**config.mk**
```make
export PLATFORM = sky130hd
export DESIGN_NAME = byte_level_token_decoder
export DESIGN_NICKNAME = d
export VERILOG_FILES = /design/src/rtl/btd_pkg.sv /design/src/rtl/btd_front.sv /design/src/rtl/btd_queue.sv /design/src/rtl/btd_back.sv /design/src/rtl/byte_level_token_decoder.sv
export SDC_FILE = /design/constraint.sdc
export NUM_CORES = 1
export LEC_CHECK = 0
export ABC_AREA = 1
export BUFFER_PORTS_ARGS = -buffer_cell sky130_fd_sc_hd__buf_2
export CORE_UTILIZATION = 50
export CTS_CLUSTER_SIZE = 10
export DETAILED_ROUTE_END_ITERATION = 16
export PLACE_DENSITY = 0.63
export SYNTH_ARGS = -nofsm -noshare
export SYNTH_HDL_FRONTEND = slang
export SYNTH_SLANG_ARGS = --single-unit
```
**constraint.sdc**
```tcl
create_clock -name clk -period 5.45 [get_ports clk]
set_clock_uncertainty 0.2 [all_clocks]
set_input_delay 1.09 -clock clk [delete_from_list [all_inputs] [get_ports clk]]
set_output_delay 1.09 -clock clk [all_outputs]
set_load 0.05 [all_outputs]
```
**src/rtl/btd_pkg.sv**
```systemverilog
package btd_pkg;

  // One input transfer: a raw byte of token text and its end-of-token flag.
  typedef struct packed {
    logic [7:0] in_byte;
    logic       token_end;
  } in_item_t;

  // One result transfer.
  typedef struct packed {
    logic [7:0] out_byte;
    logic       last_of_run;
    logic       token_done;
  } out_item_t;

  // One finished code point, ready to be emitted as a run of one to four bytes.
  typedef struct packed {
    logic [3:0][7:0] bytes;
    logic [1:0]      last_idx;
    logic            tok_end;
  } run_t;

  localparam int unsigned RUN_Q_DEPTH = 4;
  localparam int unsigned RUN_Q_AW    = 2;
  localparam int unsigned CP_W        = 21;

  // Inverse of the byte-to-unicode table. Bit 8 is set when the code point maps.
  function automatic logic [8:0] map_code(input logic [CP_W-1:0] cp);
    logic [8:0] res;
    res = 9'd0;
    if ((cp >= 21'd33 && cp <= 21'd126) || (cp >= 21'd161 && cp <= 21'd172) ||
        (cp >= 21'd174 && cp <= 21'd255)) begin
      res = {1'b1, cp[7:0]};
    end else if (cp >= 21'd256 && cp <= 21'd288) begin
      res = {1'b1, cp[7:0]};
    end else if (cp >= 21'd289 && cp <= 21'd322) begin
      res = {1'b1, cp[7:0] - 8'd162};
    end else if (cp == 21'd323) begin
      res = {1'b1, 8'd173};
    end
    return res;
  endfunction

endpackage

```
**src/rtl/btd_front.sv**
```systemverilog
module btd_front (
  input  logic             clk,
  input  logic             rst,
  input  logic             push,
  input  btd_pkg::in_item_t token_byte,
  input  logic             q_full,
  output logic             full,
  output logic             q_push,
  output btd_pkg::run_t    q_data
);

  logic [2:0][7:0]           held_bytes;
  logic [1:0]                held_count;
  logic [2:0]                expected_length;
  logic [btd_pkg::CP_W-1:0]  code_accumulator;

  logic [btd_pkg::CP_W-1:0]  acc_next;
  logic [2:0]                exp_next;
  logic [2:0]                seen;
  logic                      accept;
  logic                      complete;
  logic [8:0]                mapped;
  logic [7:0]                b;

  assign b      = token_byte.in_byte;
  assign full   = q_full;
  assign accept = push && !q_full;
  assign seen   = {1'b0, held_count} + 3'd1;

  always_comb begin
    if (held_count == 2'd0) begin
      priority if (b[7] == 1'b0) begin
        acc_next = {13'd0, b};
        exp_next = 3'd1;
      end else if (b[7:5] == 3'b110) begin
        acc_next = {16'd0, b[4:0]};
        exp_next = 3'd2;
      end else if (b[7:4] == 4'b1110) begin
        acc_next = {17'd0, b[3:0]};
        exp_next = 3'd3;
      end else begin
        acc_next = {18'd0, b[2:0]};
        exp_next = 3'd4;
      end
    end else begin
      acc_next = {code_accumulator[btd_pkg::CP_W-7:0], b[5:0]};
      exp_next = expected_length;
    end
  end

  assign complete = token_byte.token_end || (seen >= exp_next);
  assign mapped   = btd_pkg::map_code(acc_next);
  assign q_push   = accept && complete;

  always_comb begin
    q_data.tok_end = token_byte.token_end;
    if (mapped[8]) begin
      q_data.bytes    = {24'd0, mapped[7:0]};
      q_data.last_idx = 2'd0;
    end else begin
      q_data.last_idx = held_count;
      for (int k = 0; k < 3; k++) begin
        if (k == int'(held_count)) begin
          q_data.bytes[k] = b;
        end else begin
          q_data.bytes[k] = held_bytes[k];
        end
      end
      q_data.bytes[3] = b;
    end
  end

  always_ff @(posedge clk) begin
    if (rst) begin
      held_bytes       <= '0;
      held_count       <= 2'd0;
      expected_length  <= 3'd0;
      code_accumulator <= '0;
    end else if (accept) begin
      if (complete) begin
        held_count       <= 2'd0;
        expected_length  <= 3'd0;
        code_accumulator <= '0;
      end else begin
        for (int i = 0; i < 3; i++) begin
          if (i == int'(held_count)) begin
            held_bytes[i] <= b;
          end
        end
        held_count       <= held_count + 2'd1;
        expected_length  <= exp_next;
        code_accumulator <= acc_next;
      end
    end
  end

endmodule

```
**src/rtl/btd_queue.sv**
```systemverilog
module btd_queue (
  input  logic          clk,
  input  logic          rst,
  input  logic          push,
  input  btd_pkg::run_t wdata,
  output logic          full,
  input  logic          pop,
  output btd_pkg::run_t rdata,
  output logic          empty
);

  localparam int unsigned AW = btd_pkg::RUN_Q_AW;

  btd_pkg::run_t slots [btd_pkg::RUN_Q_DEPTH];
  logic [AW-1:0] wr_ptr;
  logic [AW-1:0] rd_ptr;
  logic [AW:0]   count;
  logic          do_push;
  logic          do_pop;

  assign full    = (count == (AW+1)'(btd_pkg::RUN_Q_DEPTH));
  assign empty   = (count == '0);
  assign do_push = push && !full;
  assign do_pop  = pop && !empty;
  assign rdata   = slots[rd_ptr];

  always_ff @(posedge clk) begin
    if (do_push) begin
      slots[wr_ptr] <= wdata;
    end
  end

  always_ff @(posedge clk) begin
    if (rst) begin
      wr_ptr <= '0;
      rd_ptr <= '0;
      count  <= '0;
    end else begin
      if (do_push) begin
        wr_ptr <= wr_ptr + AW'(1);
      end
      if (do_pop) begin
        rd_ptr <= rd_ptr + AW'(1);
      end
      unique case ({do_push, do_pop})
        2'b10:   count <= count + (AW+1)'(1);
        2'b01:   count <= count - (AW+1)'(1);
        default: count <= count;
      endcase
    end
  end

  a_count_bound: assert property (@(posedge clk) disable iff (rst)
    count <= (AW+1)'(btd_pkg::RUN_Q_DEPTH))
    else $error("run queue count exceeds its depth");

  a_count_up: assert property (@(posedge clk) disable iff (rst)
    (do_push && !do_pop) |=> (count == $past(count) + (AW+1)'(1)))
    else $error("run queue count did not follow a lone push");

  a_ptr_consistent: assert property (@(posedge clk) disable iff (rst)
    (rd_ptr + count[AW-1:0]) == wr_ptr)
    else $error("run queue pointers disagree with its count");

endmodule

```
**src/rtl/btd_back.sv**
```systemverilog
module btd_back (
  input  logic              clk,
  input  logic              rst,
  input  btd_pkg::run_t     q_data,
  input  logic              q_empty,
  output logic              q_pop,
  input  logic              pop,
  output logic              empty,
  output btd_pkg::out_item_t result
);

  btd_pkg::run_t cur;
  logic          cur_valid;
  logic [1:0]    idx;
  logic          at_last;
  logic          load;

  assign at_last = (idx == cur.last_idx);
  assign empty   = !cur_valid;
  assign load    = !cur_valid || (pop && at_last);
  assign q_pop   = load && !q_empty;

  assign result.out_byte    = cur.bytes[idx];
  assign result.last_of_run = at_last;
  assign result.token_done  = at_last && cur.tok_end;

  always_ff @(posedge clk) begin
    if (q_pop) begin
      cur <= q_data;
    end
  end

  always_ff @(posedge clk) begin
    if (rst) begin
      cur_valid <= 1'b0;
      idx       <= 2'd0;
    end else if (load) begin
      cur_valid <= !q_empty;
      idx       <= 2'd0;
    end else if (pop) begin
      idx <= idx + 2'd1;
    end
  end

endmodule

```
**src/rtl/byte_level_token_decoder.sv**
```systemverilog
// Byte-level token decoder: undoes the byte-to-unicode mapping of a byte-level
// BPE vocabulary, fed with the UTF-8 text of tokens one byte per transfer.
//
// Input side (queue-like): token_byte carries a byte and a token_end flag. A
// transfer happens at a clock edge where push is high and full is low. One
// byte can be taken every cycle; full rises only when the internal run queue
// of four finished code points is full.
//
// Result side (queue-like): while empty is low, result holds the oldest
// decoded byte; a transfer happens at an edge where pop is high. A mapped code
// point gives one result, an unmapped one gives back its one to four raw bytes,
// one per cycle while pop is high. last_of_run marks the final result of a run,
// token_done marks it when the token ended there.
//
// The first result of a code point is registered in the run queue and then in
// the back end's run register before it shows on the port. When pop stays
// low, finished runs pile up in the queue and then full holds the input off.
// A synchronous reset drops any half-gathered code point and results.
module byte_level_token_decoder (
  input  logic               clk,
  input  logic               rst,
  input  logic               push,
  output logic               full,
  input  btd_pkg::in_item_t  token_byte,
  output logic               empty,
  input  logic               pop,
  output btd_pkg::out_item_t result
);

  btd_pkg::run_t wr_run;
  btd_pkg::run_t rd_run;
  logic          q_push;
  logic          q_full;
  logic          q_pop;
  logic          q_empty;

  // The front end gathers a code point and maps it, producing one run per
  // completed code point.
  btd_front u_front (
    .clk        (clk),
    .rst        (rst),
    .push       (push),
    .token_byte (token_byte),
    .q_full     (q_full),
    .full       (full),
    .q_push     (q_push),
    .q_data     (wr_run)
  );

  // The run queue lets the front keep taking bytes while a long run drains.
  btd_queue u_queue (
    .clk   (clk),
    .rst   (rst),
    .push  (q_push),
    .wdata (wr_run),
    .full  (q_full),
    .pop   (q_pop),
    .rdata (rd_run),
    .empty (q_empty)
  );

  // The back end walks each run byte by byte toward the result port.
  btd_back u_back (
    .clk     (clk),
    .rst     (rst),
    .q_data  (rd_run),
    .q_empty (q_empty),
    .q_pop   (q_pop),
    .pop     (pop),
    .empty   (empty),
    .result  (result)
  );

endmodule
```
==> impl_metrics.sql, run 1 <==
INSERT INTO impl_metrics (metric_group, metric, value, unit) VALUES
('global_routing', 'initial_antenna_violation_count', '0', ''),
('power_and_ir_drop', 'power.switching_fraction', '0.327', ''),
('setup_path', 'ff2ff_setup_slack', '1.14', 'ns'),
('setup_path', 'worstSetupPathType', 'reg -> reg', ''),
('power_and_ir_drop', 'clockPowerShare', '0.294', ''),
('final_layout', 'area_growth', '11.2', '%'),
('cts', 'ctsHoldBuffers', '0', ''),
('setup_path', 'cp_data_arrival_time', '4.50', 'ns'),
('floorplanning', 'num_io_pins', '25', ''),
('placement', 'detailedPlace.worstSlack', '0.934', 'ns'),
('sta', 'worst_slew_pin_slew', '0.779', 'ns'),
('sta', 'fraction_of_the_cycle_the_final_worst_path_needs', '0.791', ''),
('power_and_ir_drop', 'cell_pwr_density', '478', 'nW/µm²'),
('setup_path', 'data_required_time_at_the_worst_endpoint', '5.65', 'ns'),
('setup_path', 'path_max_fanout', '32', ''),
('logic_synthesis', 'synth_instances', '1006', ''),
('cts', 'worstSkewPairLatency', '0.51', 'ns'),
('global_routing', 'global_route_wire_length_before_repair', '35900', 'µm'),
('detailed_routing', 'postRouteAntennaNets', '0', ''),
('final_layout', 'layout.core_utilization', '0.573', ''),
('detailed_routing', 'vias', '7094', ''),
('min_path', 'hold_class', 'reg -> reg', ''),
('cts', 'post_cts.repair.setup_buffers', '0', ''),
('logic_synthesis', 'mappedNetlistNets', '1036', ''),
('sta', 'setup_tns', '0', 'ns'),
('floorplanning', 'design.core.area', '19600', 'µm²'),
('final_layout', 'combined_area_of_the_multi_input_logic_cells', '3340', 'µm²'),
('logic_synthesis', 'yosys.cell_count.top_type', 'sky130_fd_sc_hd__nor2_1', ''),
('setup_path', 'worst-r2r-cell-count', '16', ''),
('logic_synthesis', 'post_synth_main_area_contributors', 'sky130_fd_sc_hd__edfxtp_1 52%, sky130_fd_sc_hd__dfxtp_1 11%, sky130_fd_sc_hd__nor2_1 6.8%', ''),
('sta', 'slew_headroom', '0.481', ''),
('sta', 'layout_min_cycle_time', '4.31', 'ns'),
('floorplanning', 'floorplan.die_area', '20700', 'µm²'),
('setup_path', 'endpoint_kind', 'register', ''),
('cts', 'resized_after_cts', '0', ''),
('sta', 'fmaxAchievable', '232', 'MHz'),
('detailed_routing', 'detail_route.wl_per_cell', '17.4', 'µm'),
('logic_synthesis', 'postSynthRegisterBits', '229', ''),
('logic_synthesis', 'synthArstFlopShare', '0', ''),
('detailed_routing', 'firstDrtPassIters', '5', ''),
('sta', 'setup_repair_after_global_routing_missed_its_margin', 'no', ''),
('cts', 'clk_sink_count', '229', ''),
('logic_synthesis', 'synth.largest_area_cell', 'sky130_fd_sc_hd__edfxtp_1', ''),
('sta', 'final_hold_viol_count', '0', ''),
('logic_synthesis', 'syn-mean-instance-area', '10.0', 'µm²'),
('final_layout', 'finish.instance_area', '11200', 'µm²'),
('global_routing', 'grt_overflow_total', '0', ''),
('power_and_ir_drop', 'switching_power', '1750', 'µW'),
('detailed_routing', 'wl', '22700', 'µm'),
('setup_path', 'timing.rr.end', 'u_queue.count[2]', ''),
('placement', 'hpwlAfterDp', '13900', 'µm'),
('global_routing', 'gr-usage-all-layers', '0.228', ''),
('floorplanning', 'fp.dieW', '144', 'µm'),
('power_and_ir_drop', 'power.ir.vdd_worst', '0.254', 'mV'),
('run_status', 'run_status', 'finished clean', ''),
('min_path', 'worst_hold_startpoint', 'u_front.held_bytes[3]', ''),
('cts', 'clockRootBuffer', 'sky130_fd_sc_hd__clkbuf_16', ''),
('logic_synthesis', 'netlist.area_leader.share', '0.521', ''),
('logic_synthesis', 'synth_sequential_area_ratio', '0.628', ''),
('power_and_ir_drop', 'power.sequential.fraction', '0.451', ''),
('floorplanning', 'die-height', '144', 'µm'),
('final_layout', 'fillerInstances', '1686', ''),
('power_and_ir_drop', 'total_leakage_power', '0.00413', 'µW'),
('final_layout', 'drive_gt1_frac', '0.0924', ''),
('sta', 'post_layout_worst_setup_margin', '1.14', 'ns'),
('global_routing', 'grt_start_max_net_pins', '73', ''),
('sta', 'setup-violations-final', '0', ''),
('cts', 'clockBufferDepth', '3', ''),
('logic_synthesis', 'dominantRegCellSynth', 'sky130_fd_sc_hd__edfxtp_1', ''),
('detailed_routing', 'drt_iter0_drc', '483', ''),
('floorplanning', 'number_of_cell_rows', '51', '');
-- worst max-delay path by stage --
stage | startpoint | endpoint | slack [ns] | cells after the start
after floorplan | token_byte[8] | u_queue.slots[0][0] | 0.79 | 11
after global placement | token_byte[5] | u_queue.count[2] | 1.02 | 17
after detailed placement | token_byte[5] | u_queue.count[2] | 0.93 | 17
after CTS | u_front.held_count[0] | u_queue.count[2] | 1.11 | 16
after global routing | u_front.held_count[0] | u_queue.count[2] | 0.56 | 16
final | u_front.held_count[0] | u_queue.count[2] | 1.14 | 16
-- cell type report --
cell class / count / share of cell area
Clock buffer: 47 / 0.0678
Clock inverter: 2 / 0.00100
Inverter: 60 / 0.0201
Multi-Input combinational cell: 665 / 0.298
Sequential cell: 229 / 0.565
Tap cell: 265 / 0.0296
Timing Repair Buffer: 36 / 0.0187
-- worst max-delay path, cell delays in order (launching register included) --
cell	delay, ns
sky130_fd_sc_hd__dfxtp_1	0.34
sky130_fd_sc_hd__inv_1	0.15
sky130_fd_sc_hd__ha_1	0.55
sky130_fd_sc_hd__inv_2	0.37
sky130_fd_sc_hd__a21boi_0	0.33
sky130_fd_sc_hd__ha_1	0.30
sky130_fd_sc_hd__a21oi_1	0.13
sky130_fd_sc_hd__o21ai_0	0.09
sky130_fd_sc_hd__a311oi_1	0.26
sky130_fd_sc_hd__or2_2	0.35
sky130_fd_sc_hd__ha_1	0.21
sky130_fd_sc_hd__inv_1	0.07
sky130_fd_sc_hd__fa_1	0.38
sky130_fd_sc_hd__a21oi_1	0.15
sky130_fd_sc_hd__o21ai_0	0.11
sky130_fd_sc_hd__o21ai_0	0.15
sky130_fd_sc_hd__a21oi_1	0.05
-- per-stage QoR --
stage	total power (µW)	hold WS, ns	std cells
6_report	5360	0.250	1304
3_3_place_gp	3820	0.236	1255
2_1_floorplan	3430	0.224	1006
4_1_cts	5410	0.253	1304
3_5_place_dp	3840	0.244	1255
5_1_grt	5650	0.276	1304
-- layer usage --
layer	routed length (µm)	share of wire	global-route usage	up-vias
met2	10600	0.47	0.381	180
met5	0	0	0	-
met1	10200	0.45	0.305	3321
met4	633	0.028	0.0817	0
met3	1170	0.051	0.0321	45
li1	-	-	-	3548
-- power groups by stage --
| stage | Combinational [µW] | Clock, µW | Sequential [µW] |
|---|---|---|---|
| after detailed placement | 1390 | 0 | 2450 |
| after global routing | 1530 | 1680 | 2440 |
| after global placement | 1370 | 0 | 2450 |
| after floorplan | 990 | 0 | 2430 |
| final | 1370 | 1570 | 2420 |
| after CTS | 1390 | 1610 | 2420 |
-- flip-flops by register name, indices dropped and copies added, names as in the netlist, 2 cells and up --
name                      count
u_front.expected_length       3
u_front.held_bytes           24
u_back.cur                   35
u_front.held_count            2
u_queue.rd_ptr                2
u_back.idx                    2
u_queue.wr_ptr                2
u_queue.count                 3
u_front.code_accumulator     15
u_queue.slots               140
-- cell families (layout without fill, tap and decap cells) --
group	Yosys count	in the layout	synth area share
XOR/XNOR	5	5	0.00434
buffers and inverters	112	145	0.0448
AO/OA/AOI/OAI	245	245	0.135
AND/OR/NAND/NOR	398	398	0.166
adder cells (fa/ha/maj)	17	17	0.0218
flip-flops	229	229	0.628
-- cells in the final DEF, fill, tap and decap left out, types with 2 or more instances in the layout --
cell type                   synthesis  final
sky130_fd_sc_hd__dfxtp_1           54     53
sky130_fd_sc_hd__o22ai_1           43     43
sky130_fd_sc_hd__nor3b_1            2      2
sky130_fd_sc_hd__o21ai_0          134    133
sky130_fd_sc_hd__nand2_1          135    135
sky130_fd_sc_hd__inv_2              4      4
sky130_fd_sc_hd__a211oi_1          16     16
sky130_fd_sc_hd__nor3_1             6      6
sky130_fd_sc_hd__nor2_1           182    176
sky130_fd_sc_hd__nand3_1           51     51
sky130_fd_sc_hd__buf_4              1     12
sky130_fd_sc_hd__nand4_1            5      5
sky130_fd_sc_hd__clkinv_1           1      2
sky130_fd_sc_hd__edfxtp_1         175    175
sky130_fd_sc_hd__nor2_8             2      2
sky130_fd_sc_hd__o21a_1             3      3
sky130_fd_sc_hd__nand2_2            6      6
sky130_fd_sc_hd__a21oi_1           37     37
sky130_fd_sc_hd__xor2_1             5      5
sky130_fd_sc_hd__nand3b_1           2      2
sky130_fd_sc_hd__nor2_4             1      7
sky130_fd_sc_hd__o21ai_2            4      4
sky130_fd_sc_hd__o21ai_1            2      3
sky130_fd_sc_hd__clkbuf_1          41     19
sky130_fd_sc_hd__or2_2              2      2
sky130_fd_sc_hd__buf_2              4     24
sky130_fd_sc_hd__ha_1              16     16
sky130_fd_sc_hd__inv_1             55     55
sky130_fd_sc_hd__clkbuf_16          0     27
sky130_fd_sc_hd__a21oi_2            2      2
Power figures use the tool's default switching activity.
==> inputs of run 2 (changes only) <==
- PLACE_DENSITY: 0.63 -> 0.66
- clock period: 5.45 -> 3.5 ns (I/O delays scaled with it)
==> impl_metrics.sql, run 2 (same netlist as run 1, synthesis figures left out) <==
INSERT INTO impl_metrics (metric_group, metric, value, unit) VALUES
('sta', 'fraction_of_the_cycle_the_final_worst_path_needs', '0.936', ''),
('final_layout', 'nets', '1077', ''),
('detailed_routing', 'postRouteAntennaNets', '0', ''),
('cts', 'path_clk_slew', '0.06', 'ns'),
('power_and_ir_drop', 'cell_pwr_density', '733', 'nW/µm²'),
('final_layout', 'finish.instance_area', '11500', 'µm²'),
('global_routing', 'grt_use_met2', '0.395', ''),
('final_layout', 'drive_gt1_frac', '0.123', ''),
('global_routing', 'grt_overflow_total', '0', ''),
('floorplanning', 'floorplan.die_area', '20700', 'µm²'),
('sta', 'setup-violations-final', '0', ''),
('sta', 'layout_min_cycle_time', '3.28', 'ns'),
('sta', 'worst_slew_pin_slew', '0.837', 'ns'),
('global_routing', 'global_route_wire_length_before_repair', '36500', 'µm'),
('global_routing', 'global_route.usage.met3', '0.0377', ''),
('detailed_routing', 'detail_route.wl_per_cell', '17.4', 'µm'),
('setup_path', 'largest_stage_delay_on_the_critical_path', '0.37', 'ns'),
('final_layout', 'largest_registers', 'u_queue.slots: 140 flops, u_back.cur: 35 flops, u_front.held_bytes: 24 flops', ''),
('setup_path', 'timing.critical_path.slowest_stage_cell', 'sky130_fd_sc_hd__fa_1', ''),
('final_layout', 'largest_register', 'u_queue.slots', ''),
('power_and_ir_drop', 'total_leakage_power', '0.00430', 'µW'),
('detailed_routing', 'firstDrtPassIters', '5', ''),
('placement', 'detailedPlace.worstSlack', '0.00467', 'ns'),
('setup_path', 'critical-path-top-delay-family', 'compound AO/OA/AOI/OAI gates', ''),
('global_routing', 'gr-usage-all-layers', '0.232', ''),
('sta', 'fmaxAchievable', '305', 'MHz'),
('setup_path', 'data_required_time_at_the_worst_endpoint', '3.71', 'ns'),
('global_routing', 'grt-busiest-layer', 'met2', ''),
('detailed_routing', 'post-route-drc-count', '0', ''),
('floorplanning', 'fp.dieW', '144', 'µm'),
('floorplanning', 'die-height', '144', 'µm'),
('placement', 'gp_congestion', '0.938', ''),
('placement', 'placed_area', '10700', 'µm²'),
('detailed_routing', 'vias', '7337', ''),
('min_path', 'hold_class', 'in -> reg', ''),
('setup_path', 'critical_path_most_common_cell', 'sky130_fd_sc_hd__a21oi_1', ''),
('power_and_ir_drop', 'power.ir.vdd_worst', '0.393', 'mV'),
('power_and_ir_drop', 'post_layout_total_power', '8460', 'µW'),
('cts', 'tritoncts_clock_tree', 'yes', ''),
('global_routing', 'grt_start_max_net_pins', '73', ''),
('global_routing', 'gr-usage-met1', '0.303', ''),
('setup_path', 'timing.critical_path.cells', 'inv_2 -> ha_4 -> nand2_1 -> inv_2 -> nand3_2 -> a21boi_2 -> ha_1 -> a21oi_1 -> o21ai_0 -> a311oi_2 -> or2_4 -> ha_1 -> inv_1 -> fa_1 -> a21oi_1 -> o21ai_0 -> o21ai_1 -> a21oi_1', ''),
('sta', 'setup_tns', '0', 'ns'),
('final_layout', 'area_growth', '14.4', '%'),
('setup_path', 'cp_data_arrival_time', '3.49', 'ns'),
('floorplanning', 'number_of_cell_rows', '51', ''),
('floorplanning', 'num_io_pins', '25', ''),
('run_status', 'run_status', 'finished clean', ''),
('run', 'cap_viol_max_count', '0', ''),
('floorplanning', 'design.core.area', '19600', 'µm²'),
('cts', 'clk_sink_count', '229', ''),
('placement', 'port_buffers', '24', ''),
('cts', 'maximum_level_of_the_cts_h_tree', '1', ''),
('detailed_routing', 'drt-vias-per-instance', '5.50', ''),
('final_layout', 'layout.cells.most_common', 'sky130_fd_sc_hd__nor2_1', ''),
('setup_path', 'setup.worst_path.start_class', 'register', ''),
('placement', 'hpwlAfterDp', '14400', 'µm'),
('cts', 'tritoncts.num_buffers', '27', ''),
('setup_path', 'worst-path-buf-inv', '3', ''),
('setup_path', 'worstSetupPathType', 'reg -> reg', ''),
('cts', 'clockRootBuffer', 'sky130_fd_sc_hd__clkbuf_16', ''),
('final_layout', 'largest_reg_flops', '140', ''),
('cts', 'worstSkewPairLatency', '0.54', 'ns'),
('sta', 'setup_repair_after_global_routing_missed_its_margin', 'no', ''),
('sta', 'slew_headroom', '0.442', ''),
('cts', 'clockBufferDepth', '3', ''),
('final_layout', 'layout_common_cells', '176 x sky130_fd_sc_hd__nor2_1, 175 x sky130_fd_sc_hd__edfxtp_1, 135 x sky130_fd_sc_hd__nand2_1', ''),
('sta', 'slew_viols_final', '0', ''),
('setup_path', 'endpoint_kind', 'register', ''),
('detailed_routing', 'drt_iter0_drc', '629', ''),
('sta', 'post_layout_worst_setup_margin', '0.225', 'ns'),
('final_layout', 'n_antenna_cell', '0', ''),
('sta', 'final_hold_viol_count', '0', ''),
('detailed_routing', 'wl', '23200', 'µm'),
('global_routing', 'initial_antenna_violation_count', '0', ''),
('floorplanning', 'initial_utilization', '0.515', ''),
('setup_path', 'path_max_fanout', '4', ''),
('global_routing', 'first_global_vias', '6938', '');
[run 2: cell types whose count changed in the layout (fill, tap and decap cells not counted), sizes merged]
cell,delta
buf,+28
inv,+1
[run 2: timing repair]
action | 4_1_cts | 5_1_grt
setup endpoints to repair | 0 | 85
endpoints found under the hold margin | 0 | 0
hold buffers | 0 | 0
resized for setup | 0 | 8
buffers inserted | 0 | 1
[run 2: layout make-up]
class / instances / area [µm²]
Fill cell: 1668 / 8060
Sequential cell: 229 / 6340
Multi-Input combinational cell: 665 / 3370
Clock buffer: 47 / 751
Timing Repair Buffer: 64 / 483
Tap cell: 265 / 332
Inverter: 60 / 228
Clock inverter: 3 / 32.5
[run 2: metal layers]
| layer | routed length (µm) | share of wire |
|---|---|---|
| met3 | 1370 | 0.059 |
| met4 | 594 | 0.026 |
| met2 | 11100 | 0.48 |
| met1 | 10200 | 0.44 |
| met5 | 0 | 0 |
[run 2: per-stage QoR]
stage,hold WS [ns],util,cells
after global placement,0.235,0.547,1282
after CTS,0.221,0.587,1332
after global routing,0.241,0.589,1333
after detailed placement,0.245,0.547,1282
after floorplan,0.224,-,1006
final,0.234,0.589,1333
[run 2: path summary, 6_finish.rpt]
path	to	cells after the start	start	slack, ns
hold / removal	u_queue.slots[3][0]	1	token_byte[0]	0.23
setup / recovery	u_queue.count[2]	18	u_front.held_count[1]	0.22
hold reg to reg	u_front.held_bytes[2]	2	u_front.held_bytes[2]	0.25
setup reg to reg	u_queue.count[2]	18	u_front.held_count[1]	0.22
[run 2: power by group]
group	internal, µW	switching [µW]	total (µW)
Clock	1450	1040	2490
Sequential	3630	142	3770
Combinational	595	1600	2190
Total	5680	2780	8460
